--- config.mk ---
export PLATFORM = sky130hd
export DESIGN_NAME = control_char_escaper
export DESIGN_NICKNAME = d
export VERILOG_FILES = /design/src/design/cce_pkg.sv /design/src/design/cce_encoder.sv /design/src/design/cce_run_buf.sv /design/src/design/control_char_escaper.sv
export SDC_FILE = /design/constraint.sdc
export NUM_CORES = 1
export LEC_CHECK = 0
export BUFFER_PORTS_ARGS = -buffer_cell sky130_fd_sc_hd__buf_2
export CAP_MARGIN = 40
export CORE_MARGIN = 2
export CORE_UTILIZATION = 38
export CTS_CLUSTER_SIZE = 28
export DETAILED_ROUTE_END_ITERATION = 8
export GPL_TIMING_DRIVEN = 1
export SKIP_CTS_REPAIR_TIMING = 1
export SYNTH_ARGS = -nofsm -noshare
export SYNTH_HDL_FRONTEND = slang
export SYNTH_SLANG_ARGS = --single-unit
--- constraint.sdc ---
create_clock -name i_clk -period 11.3 [get_ports i_clk]
set_input_delay 0.565 -clock i_clk [delete_from_list [all_inputs] [get_ports i_clk]]
set_output_delay 0.565 -clock i_clk [all_outputs]
set_load 0.03 [all_outputs]
--- src/design/cce_pkg.sv ---
package cce_pkg;

    localparam int RUN_MAX = 6;
    localparam int IDX_W   = $clog2(RUN_MAX);

    // escape_options bit positions
    localparam int OPT_UNICODE = 0;
    localparam int OPT_DQUOTE  = 1;
    localparam int OPT_SQUOTE  = 2;
    localparam int OPT_BSLASH  = 3;
    localparam int OPT_UTF8    = 4;
    localparam int OPT_W       = 5;

    localparam logic [7:0] CH_NUL    = 8'h00;
    localparam logic [7:0] CH_BEL    = 8'h07;
    localparam logic [7:0] CH_BS     = 8'h08;
    localparam logic [7:0] CH_TAB    = 8'h09;
    localparam logic [7:0] CH_LF     = 8'h0a;
    localparam logic [7:0] CH_VT     = 8'h0b;
    localparam logic [7:0] CH_FF     = 8'h0c;
    localparam logic [7:0] CH_CR     = 8'h0d;
    localparam logic [7:0] CH_DQUOTE = 8'h22;
    localparam logic [7:0] CH_SQUOTE = 8'h27;
    localparam logic [7:0] CH_BSLASH = 8'h5c;
    localparam logic [7:0] CH_ZERO   = 8'h30;
    localparam logic [7:0] CH_A      = 8'h61;
    localparam logic [7:0] CH_B      = 8'h62;
    localparam logic [7:0] CH_F      = 8'h66;
    localparam logic [7:0] CH_N      = 8'h6e;
    localparam logic [7:0] CH_R      = 8'h72;
    localparam logic [7:0] CH_T      = 8'h74;
    localparam logic [7:0] CH_U      = 8'h75;
    localparam logic [7:0] CH_V      = 8'h76;
    localparam logic [7:0] CH_X      = 8'h78;
    localparam logic [7:0] CTRL_LIM  = 8'h20;
    localparam logic [7:0] UTF8_LEAD = 8'hc0;
    localparam logic [7:0] UTF8_CONT = 8'h80;
    localparam logic [7:0] LOW6_MASK = 8'h3f;

    typedef logic [RUN_MAX-1:0][7:0] t_seq;
    typedef logic [IDX_W-1:0]        t_idx;

    // One encoded run: bytes in order from element 0, plus index of its last byte.
    typedef struct packed {
        t_seq seq;
        t_idx last_idx;
    } t_run;

    // Lower-case hex digit of a nibble.
    function automatic logic [7:0] hex_char(input logic [3:0] nib);
        logic [7:0] wide;
        wide = {4'h0, nib};
        return (nib < 4'd10) ? (CH_ZERO + wide) : (CH_A - 8'd10 + wide);
    endfunction

endpackage

--- src/design/cce_encoder.sv ---
module cce_encoder (
    input  logic [7:0]                i_byte,
    input  logic [cce_pkg::OPT_W-1:0] i_opts,
    output cce_pkg::t_run             o_run
);

    logic       esc_hit;
    logic [7:0] esc_chr;
    logic [7:0] hex_hi;
    logic [7:0] hex_lo;

    assign hex_hi = cce_pkg::hex_char(i_byte[7:4]);
    assign hex_lo = cce_pkg::hex_char(i_byte[3:0]);

    // Standard two-byte escapes.
    always_comb begin
        esc_hit = 1'b1;
        esc_chr = i_byte;
        unique case (i_byte)
            cce_pkg::CH_NUL: begin
                esc_hit = !i_opts[cce_pkg::OPT_UNICODE];
                esc_chr = cce_pkg::CH_ZERO;
            end
            cce_pkg::CH_DQUOTE: esc_hit = i_opts[cce_pkg::OPT_DQUOTE];
            cce_pkg::CH_SQUOTE: esc_hit = i_opts[cce_pkg::OPT_SQUOTE];
            cce_pkg::CH_BSLASH: esc_hit = i_opts[cce_pkg::OPT_BSLASH];
            cce_pkg::CH_BEL:    esc_chr = cce_pkg::CH_A;
            cce_pkg::CH_BS:     esc_chr = cce_pkg::CH_B;
            cce_pkg::CH_FF:     esc_chr = cce_pkg::CH_F;
            cce_pkg::CH_LF:     esc_chr = cce_pkg::CH_N;
            cce_pkg::CH_CR:     esc_chr = cce_pkg::CH_R;
            cce_pkg::CH_TAB:    esc_chr = cce_pkg::CH_T;
            cce_pkg::CH_VT:     esc_chr = cce_pkg::CH_V;
            default:            esc_hit = 1'b0;
        endcase
    end

    always_comb begin
        o_run.seq      = '0;
        o_run.last_idx = cce_pkg::t_idx'(0);
        priority if (esc_hit) begin
            o_run.seq[0]   = cce_pkg::CH_BSLASH;
            o_run.seq[1]   = esc_chr;
            o_run.last_idx = cce_pkg::t_idx'(1);
        end else if (i_opts[cce_pkg::OPT_UNICODE]) begin
            if (i_byte < cce_pkg::CTRL_LIM) begin
                o_run.seq[0]   = cce_pkg::CH_BSLASH;
                o_run.seq[1]   = cce_pkg::CH_U;
                o_run.seq[2]   = cce_pkg::CH_ZERO;
                o_run.seq[3]   = cce_pkg::CH_ZERO;
                o_run.seq[4]   = hex_hi;
                o_run.seq[5]   = hex_lo;
                o_run.last_idx = cce_pkg::t_idx'(5);
            end else begin
                o_run.seq[0]   = i_byte;
            end
        end else if (i_byte < cce_pkg::CTRL_LIM) begin
            o_run.seq[0]   = cce_pkg::CH_BSLASH;
            o_run.seq[1]   = cce_pkg::CH_X;
            o_run.seq[2]   = hex_hi;
            o_run.seq[3]   = hex_lo;
            o_run.last_idx = cce_pkg::t_idx'(3);
        end else if (i_byte[7] && i_opts[cce_pkg::OPT_UTF8]) begin
            o_run.seq[0]   = cce_pkg::UTF8_LEAD | {6'b0, i_byte[7:6]};
            o_run.seq[1]   = cce_pkg::UTF8_CONT | (i_byte & cce_pkg::LOW6_MASK);
            o_run.last_idx = cce_pkg::t_idx'(1);
        end else begin
            o_run.seq[0]   = i_byte;
        end
    end

endmodule

--- src/design/cce_run_buf.sv ---
module cce_run_buf (
    input  logic          i_clk,
    input  logic          i_rst_n,
    input  logic          i_load_valid,
    input  cce_pkg::t_run i_run,
    output logic          o_load_ready,
    output logic          o_tvalid,
    input  logic          i_tready,
    output logic [7:0]    o_tdata,
    output logic          o_tlast
);

    logic              r_valid;
    cce_pkg::t_run     r_run;
    cce_pkg::t_idx     r_idx;
    logic              out_take;

    assign o_tvalid     = r_valid;
    assign o_tdata      = r_run.seq[r_idx];
    assign o_tlast      = (r_idx == r_run.last_idx);
    assign out_take     = r_valid && i_tready;
    // free now, or the last byte of the held run leaves this cycle
    assign o_load_ready = !r_valid || (out_take && o_tlast);

    always_ff @(posedge i_clk) begin
        if (!i_rst_n) begin
            r_valid <= 1'b0;
            r_idx   <= '0;
        end else if (o_load_ready) begin
            r_valid <= i_load_valid;
            r_idx   <= '0;
        end else if (out_take) begin
            r_idx   <= r_idx + cce_pkg::t_idx'(1);
        end
    end

    always_ff @(posedge i_clk) begin
        if (o_load_ready && i_load_valid) begin
            r_run <= i_run;
        end
    end

endmodule

--- src/design/control_char_escaper.sv ---
// Control character escaper. Each byte taken on s_axis becomes an escaped
// run of one to six bytes on m_axis, tlast marking the run's final byte:
// "\a" style escapes for BEL BS TAB LF VT FF CR, "\0" for NUL, "\xhh" or
// "\u00hh" for other control bytes, optional quote and backslash escapes,
// optional Latin-1 to UTF-8 re-encoding. escape_options (bit0 unicode,
// bit1 double quote, bit2 single quote, bit3 backslash, bit4 utf8) is
// written through the cfg port while the block is idle, which the user
// must ensure, as the block does not enforce it; reset clears it. A
// request is held in the input register, encoded combinationally and
// loaded into the run register, which offers the run's first byte on
// m_axis. The run register sends one byte per cycle while m_axis_tready
// is high; plain bytes stream at one per cycle when the output does not
// stall. The input register holds one more request while a run waits.
module control_char_escaper (
    input  logic       i_clk,
    input  logic       i_rst_n,
    // configuration write
    input  logic       i_cfg_valid,
    output logic       o_cfg_ready,
    input  logic [4:0] i_cfg_data,      // escape_options
    // input bytes
    input  logic       s_axis_tvalid,
    output logic       s_axis_tready,
    input  logic [7:0] s_axis_tdata,    // [7:0] in_byte
    // escaped bytes
    output logic       m_axis_tvalid,
    input  logic       m_axis_tready,
    output logic [7:0] m_axis_tdata,    // [7:0] out_byte
    output logic       m_axis_tlast     // run_last
);

    logic [cce_pkg::OPT_W-1:0] r_opts;
    logic                      r_in_valid;
    logic [7:0]                r_in_byte;
    logic                      n_in_valid;
    logic                      run_ready;
    cce_pkg::t_run             enc_run;

    // Configuration: always ready; the whole cfg word fills the register.
    assign o_cfg_ready = 1'b1;

    always_ff @(posedge i_clk) begin
        if (!i_rst_n) begin
            r_opts <= '0;
        end else if (i_cfg_valid) begin
            r_opts <= i_cfg_data;
        end
    end

    // Input register: take a new request when empty or when its byte
    // moves into the run register this cycle.
    assign s_axis_tready = !r_in_valid || run_ready;

    always_comb begin
        n_in_valid = r_in_valid;
        if (s_axis_tready) begin
            n_in_valid = s_axis_tvalid;
        end
    end

    always_ff @(posedge i_clk) begin
        if (!i_rst_n) begin
            r_in_valid <= 1'b0;
        end else begin
            r_in_valid <= n_in_valid;
        end
    end

    // Payload: hold unless a request is taken.
    always_ff @(posedge i_clk) begin
        if (s_axis_tvalid && s_axis_tready) begin
            r_in_byte <= s_axis_tdata;
        end
    end

    // Encode the held byte into its whole run in one pass.
    cce_encoder u_encoder (
        .i_byte (r_in_byte),
        .i_opts (r_opts),
        .o_run  (enc_run)
    );

    // Run register: advance one byte per accepted output beat.
    cce_run_buf u_run_buf (
        .i_clk        (i_clk),
        .i_rst_n      (i_rst_n),
        .i_load_valid (r_in_valid),
        .i_run        (enc_run),
        .o_load_ready (run_ready),
        .o_tvalid     (m_axis_tvalid),
        .i_tready     (m_axis_tready),
        .o_tdata      (m_axis_tdata),
        .o_tlast      (m_axis_tlast)
    );

endmodule

==> flow_summary.ini, run 1 <==
[routing]
firstDrtPassIters = 5
drtIter0Drc = 122
ant_nets = 0
wl_mm = 6.130
via_count = 2076
via_per_inst = 5.051
drc = 0
wire_per_inst_um = 14.91

[critical_path]
worstSetupPathType = reg -> out
cp.arrival_ns = 2.28
start_kind = register
crit_fanout = 12
endpoint_kind = primary output
crit_start = u_run_buf.r_idx[1]$_SDFFE_PP0P_
r2r-start = r_in_byte[0]$_DFFE_PP_
critPathRequiredTime_ns = 10.74

[yosys]
ys_warn_count = 0
netlist_area_um2 = 3294
synthFlopType = edfxtp_1
syn_inst = 265
async_flop_share_pct = 0
ys_ff_latch = 65
synth-seq-area-share_pct = 56.21
synth_cell_types = 56
synth_edf_count = 55
avgSynthCellArea_um2 = 12.43

[floorplan]
fp.coreArea_um2 = 8299
die_width_um = 97.11
start_util_pct = 39.70
ios = 30
die_area_um2 = 9430
core.rowCount = 33
die_h_um = 97.11

[power]
max-vdd-ir-drop_mv = 0.05882
p_int_uw = 393.5
switching_share_pct = 23.98
power.density_nw_per_um2 = 138.4
p_leak_uw = 0.001463
seq_power_share_pct = 54.3
pwr-share-comb_pct = 9.8
p_switching_uw = 124.1
pwr-share-clk_pct = 35.9

[timing]
rsz0062_at_grt = no
setup-violations-final = 0
tns_ns = 0
max_clock_freq_mhz = 351.1
tightest_slew_ns = 0.7877
timing.final.max_slew_violations = 0
fin_ws_ns = 8.452
finalCritPeriodShare_pct = 25.20
hold_viol = 0
fin_skew_ns = 0.006109
period_minus_slack_ns = 2.848
slew_headroom_pct = 46.93

[placed_design]
dp_slack_ns = 8.700
gp_congestion = 0.9406
io_buffer_count = 28
dp_hpwl_mm = 4.377

[clock_network]
cts_buffers = 9
cts-root-buf = clkbuf_8
clock_sinks = 65
insertion_delay_ns = 0.34
clock_path_buffers = 2
ctsHtreeMaxLevel = 3
path_clk_slew_ns = 0.07
tritoncts = built

[layout]
fin_nets = 328
final_common_cell = edfxtp_1
final_cell_mix = edfxtp_1, buf_2, inv_1, nor2_1, mux2i_1
syn2layout_area_growth_pct = 13.56
diodes = 0
layout-drive-gt1-share_pct = 22.55

[global_routing]
grt_antenna_before_repair = 0
grt_max_degree = 48
grt_pass1_vias = 2019
overflow = 0
grt_pass1_wl_mm = 10.21
track_usage_pct = 13.78

[run]
drv_cap = 0

[status]
status = finished clean

[hold_path]
hold_start = s_axis_tdata[2]
hp-class = in -> reg
logic make-up (layout without fill, tap and decap cells):
logic type / Yosys count / count (layout) / synth area share [%]
xor+xnor: 5 / 5 / 1.329
other cells: 2 / 9 / 0.2280
simple gates: 76 / 76 / 13.94
flops: 65 / 65 / 56.21
buf+inv: 35 / 69 / 4.557
mux: 21 / 21 / 9.077
compound gates: 52 / 52 / 11.24
fa+ha+maj: 9 / 9 / 3.418
path summary, 6_finish.rpt:
path | depth (start not counted) | slack (ns) | endpoint
worst min-delay path | 1 | 0.40 | r_in_byte[2]$_DFFE_PP_
worst max register to register | 7 | 8.69 | u_run_buf.r_run[9]$_SDFFCE_PP1P_
worst min register to register | 2 | 0.51 | u_run_buf.r_idx[0]$_SDFFE_PP0P_
worst max-delay path | 6 | 8.45 | s_axis_tready
area by class of cell:
class	count	area [µm²]
clock inverters	6	58.81
well taps	105	131.4
clock buffers	10	127.6
fillers	757	4558
repair buffers	31	162.7
flip-flops and latches	65	1852
multi-input cells	172	1326
inverters	22	82.58
stage by stage:
step	hold slack, ns	area [µm²]	cells	util [%]	total power [µW]
after floorplan	0.4768	3321	272	-	322.0
final	0.3998	3741	411	45.08	517.6
after global placement	0.4998	3547	394	42.74	336.3
after detailed placement	0.5043	3555	395	42.83	337.2
after global routing	0.3860	3741	411	45.08	540.4
after CTS	0.3855	3741	411	45.08	522.8
flip-flops by register name, indices dropped and copies added (netlist names):
signal              count
u_run_buf.r_idx         3
u_run_buf.r_run        47
u_run_buf.o_tvalid      1
r_in_byte               8
r_in_valid              1
r_opts                  5
power groups by stage:
stage | Combinational, µW | Sequential, µW | Clock, µW
2_1_floorplan | 39.0 | 283 | 0
3_5_place_dp | 50.8 | 286 | 0
6_report | 50.7 | 281 | 186
3_3_place_gp | 50.3 | 286 | 0
5_1_grt | 56.1 | 282 | 202
4_1_cts | 51.1 | 281 | 191
Yosys cell counts, types with 2 or more instances:
cell / instances / area share (%)
or3_1: 2 / 0.38
edfxtp_1: 55 / 50
mux2i_1: 13 / 3.9
o221ai_1: 2 / 0.53
o21a_1: 3 / 0.68
nand3_1: 3 / 0.46
xnor2_1: 5 / 1.3
and2_1: 4 / 0.76
a21o_1: 3 / 0.68
o31ai_1: 3 / 0.68
nand2b_1: 4 / 0.76
buf_2: 6 / 0.91
a21boi_0: 2 / 0.46
a211o_1: 3 / 0.80
nand3b_1: 2 / 0.46
and3_1: 2 / 0.38
nor2_1: 21 / 2.4
dfxtp_1: 10 / 6.1
mux4_2: 7 / 4.8
inv_1: 21 / 2.4
conb_1: 2 / 0.23
nor3_1: 4 / 0.61
a21oi_2: 2 / 0.53
a21oi_1: 9 / 1.4
or4_1: 2 / 0.46
o22ai_1: 7 / 1.3
nor2b_1: 9 / 1.7
nand2_1: 10 / 1.1
ha_1: 9 / 3.4
clkbuf_1: 4 / 0.46
o21ai_0: 11 / 1.7
worst max-delay path: stages (launching register included):
cell	delay, ns
dfxtp_1	0.67
xnor2_1	0.14
nand3_1	0.16
inv_1	0.08
a21boi_0	0.54
nand2_1	0.15
buf_2	0.21
per-layer routing:
layer  GRT usage [%]  part of all wire, %  vias to the layer above
met3           3.957                  4.7                       10
li1                -                    -                     1040
met5               0                    0                        -
met4           5.309                  1.5                        0
met1           18.73                   48                      973
met2           20.94                   46                       53
Power figures use the tool's default switching activity.
==> run 2, diff against run 1 <==
==> constraint.sdc (replaced) <==
create_clock -name i_clk -period 2.8 [get_ports i_clk]
set_input_delay 0.14 -clock i_clk [delete_from_list [all_inputs] [get_ports i_clk]]
set_output_delay 0.14 -clock i_clk [all_outputs]
set_load 0.03 [all_outputs]
==> run 2 against run 1 <==
Clock power increased to 4.1 times the previous value. Clock-buffer cell count stayed put. Wire length increased by 5.7%. Largest cell class unchanged.
==> flow_summary.ini, run 2 (synthesis results as in run 1) <==
[clock_network]
insertion_delay_ns = 0.33
tritoncts = built
path_clk_slew_ns = 0.07
cts_buffers = 9
cts-root-buf = clkbuf_8
clock_path_buffers = 2
clock_sinks = 65
ctsHtreeMaxLevel = 3

[power]
p_leak_uw = 0.001530
p_int_uw = 1602
max-vdd-ir-drop_mv = 0.2921
switching_share_pct = 24.19
p_total_uw = 2113
power.density_nw_per_um2 = 544.7
p_switching_uw = 511.0
seq_power_share_pct = 53.4
pwr-share-comb_pct = 10.8
pwr-share-clk_pct = 35.8

[routing]
firstDrtPassIters = 4
ant_nets = 0
wire_per_inst_um = 15.24
via_count = 2143
drc = 0
drtIter0Drc = 180
via_per_inst = 5.042
wl_mm = 6.477

[floorplan]
fp.coreArea_um2 = 8299
ios = 30
die_area_um2 = 9430
start_util_pct = 39.70
die_width_um = 97.11
die_h_um = 97.11
core.rowCount = 33

[layout]
final_cell_mix = edfxtp_1, buf_2, inv_1, nor2_1, mux2i_1
fill_cells = 755
diodes = 0
top_regs = u_run_buf.r_run (47), r_in_byte (8), r_opts (5)
fin_nets = 342
syn2layout_area_growth_pct = 17.74
final_common_cell = edfxtp_1
largest_reg_flops = 47
stdcell_count = 425
final_core_util_pct = 46.74
largest-register = u_run_buf.r_run
layout-drive-gt1-share_pct = 23.44

[timing]
period_minus_slack_ns = 2.652
slew_headroom_pct = 50.41
rsz0062_at_grt = no
setup-violations-final = 0
hold_viol = 0
tightest_slew_ns = 0.7361
fin_skew_ns = 0.007043
finalCritPeriodShare_pct = 94.72
timing.final.max_slew_violations = 0
tns_ns = 0
max_clock_freq_mhz = 377.0

[critical_path]
ff2ff_path_depth = 7
critPathRequiredTime_ns = 2.87
critPathMaxStageDelay_ns = 0.53
crit_fanout = 9
start_kind = register
cp_slowest_cell = nor4_4
worstSetupPathType = reg -> reg
cp.arrival_ns = 2.73
endpoint_kind = register
path_cells = inv_1 > ha_1 > nor2_1 > a211oi_4 > nor4_4 > nand2b_2 > or3_1

[placed_design]
gp_congestion = 0.8866
dp_hpwl_mm = 4.642
io_buffer_count = 28
dp.cells = 401

[status]
status = finished clean

[global_routing]
grt_antenna_before_repair = 0
track_usage_pct = 14.82
grt_pass1_vias = 2143
grt_pass1_wl_mm = 10.94
overflow = 0
grt_max_degree = 48

[run]
drv_cap = 0

[hold_path]
min_path_cells = 3
hp-class = in -> reg
[run 2: changes by cell type in the layout (fill, tap and decap cells not counted), sizes merged]
cell | previous run | this run
dlygate4sd3 | 0 | 8
buf | 31 | 37
[run 2: stage by stage]
step,cell area [µm²],hold slack [ns],setup slack [ns]
CTS,3799,-0.03396,0.1286
detailed placement,3612,0.3181,0.1446
floorplan,3328,0.2389,0.3057
global placement,3612,0.3173,0.2612
global route,3879,0.06057,0.004822
finish,3879,0.06614,0.1477
[run 2: routing by layer]
metal	share of wire, %	vias up	track usage, %
met2	47	49	22.54
li1	-	1067	-
met1	47	1014	20.31
met5	0	-	0
met3	3.8	13	4.029
met4	2.3	0	5.634
[run 2: worst max-delay path: cells and delay by family, from the launching register on]
family,cells,cell delay (ns)
flip-flops,1,0.50
adder cells (fa/ha/maj),1,0.30
buffers and inverters,1,0.15
AO/OA/AOI/OAI,1,0.15
AND/OR/NAND/NOR,4,1.31
[run 2: area by class of cell]
type | count | area, µm² | share of cell area [%]
Inverter | 22 | 82.58 | 2.129
Multi-Input combinational cell | 172 | 1326 | 34.19
Timing Repair Buffer | 45 | 300.3 | 7.742
Clock buffer | 10 | 127.6 | 3.290
Clock inverter | 6 | 58.81 | 1.516
Tap cell | 105 | 131.4 | 3.387
Sequential cell | 65 | 1852 | 47.74
[run 2: final timing paths]
path | slack (ns) | endpoint | from
worst max-delay path | 0.15 | u_run_buf.r_run[9]$_SDFFCE_PP1P_ | r_in_byte[0]$_DFFE_PP_
worst min-delay path | 0.07 | r_opts[4]$_SDFFE_PN0P_ | i_cfg_data[4]
worst max register to register | 0.15 | u_run_buf.r_run[9]$_SDFFCE_PP1P_ | r_in_byte[0]$_DFFE_PP_
worst min register to register | 0.52 | u_run_buf.r_idx[1]$_SDFFE_PP0P_ | u_run_buf.o_tvalid$_SDFFE_PN0P_
[run 2: power by group through the flow]
stage / Combinational, µW / Sequential, µW / Clock, µW
6_report: 228 / 1130 / 757
5_1_grt: 252 / 1130 / 830
4_1_cts: 222 / 1130 / 777
3_5_place_dp: 221 / 1150 / 0
3_3_place_gp: 220 / 1150 / 0
2_1_floorplan: 159 / 1140 / 0
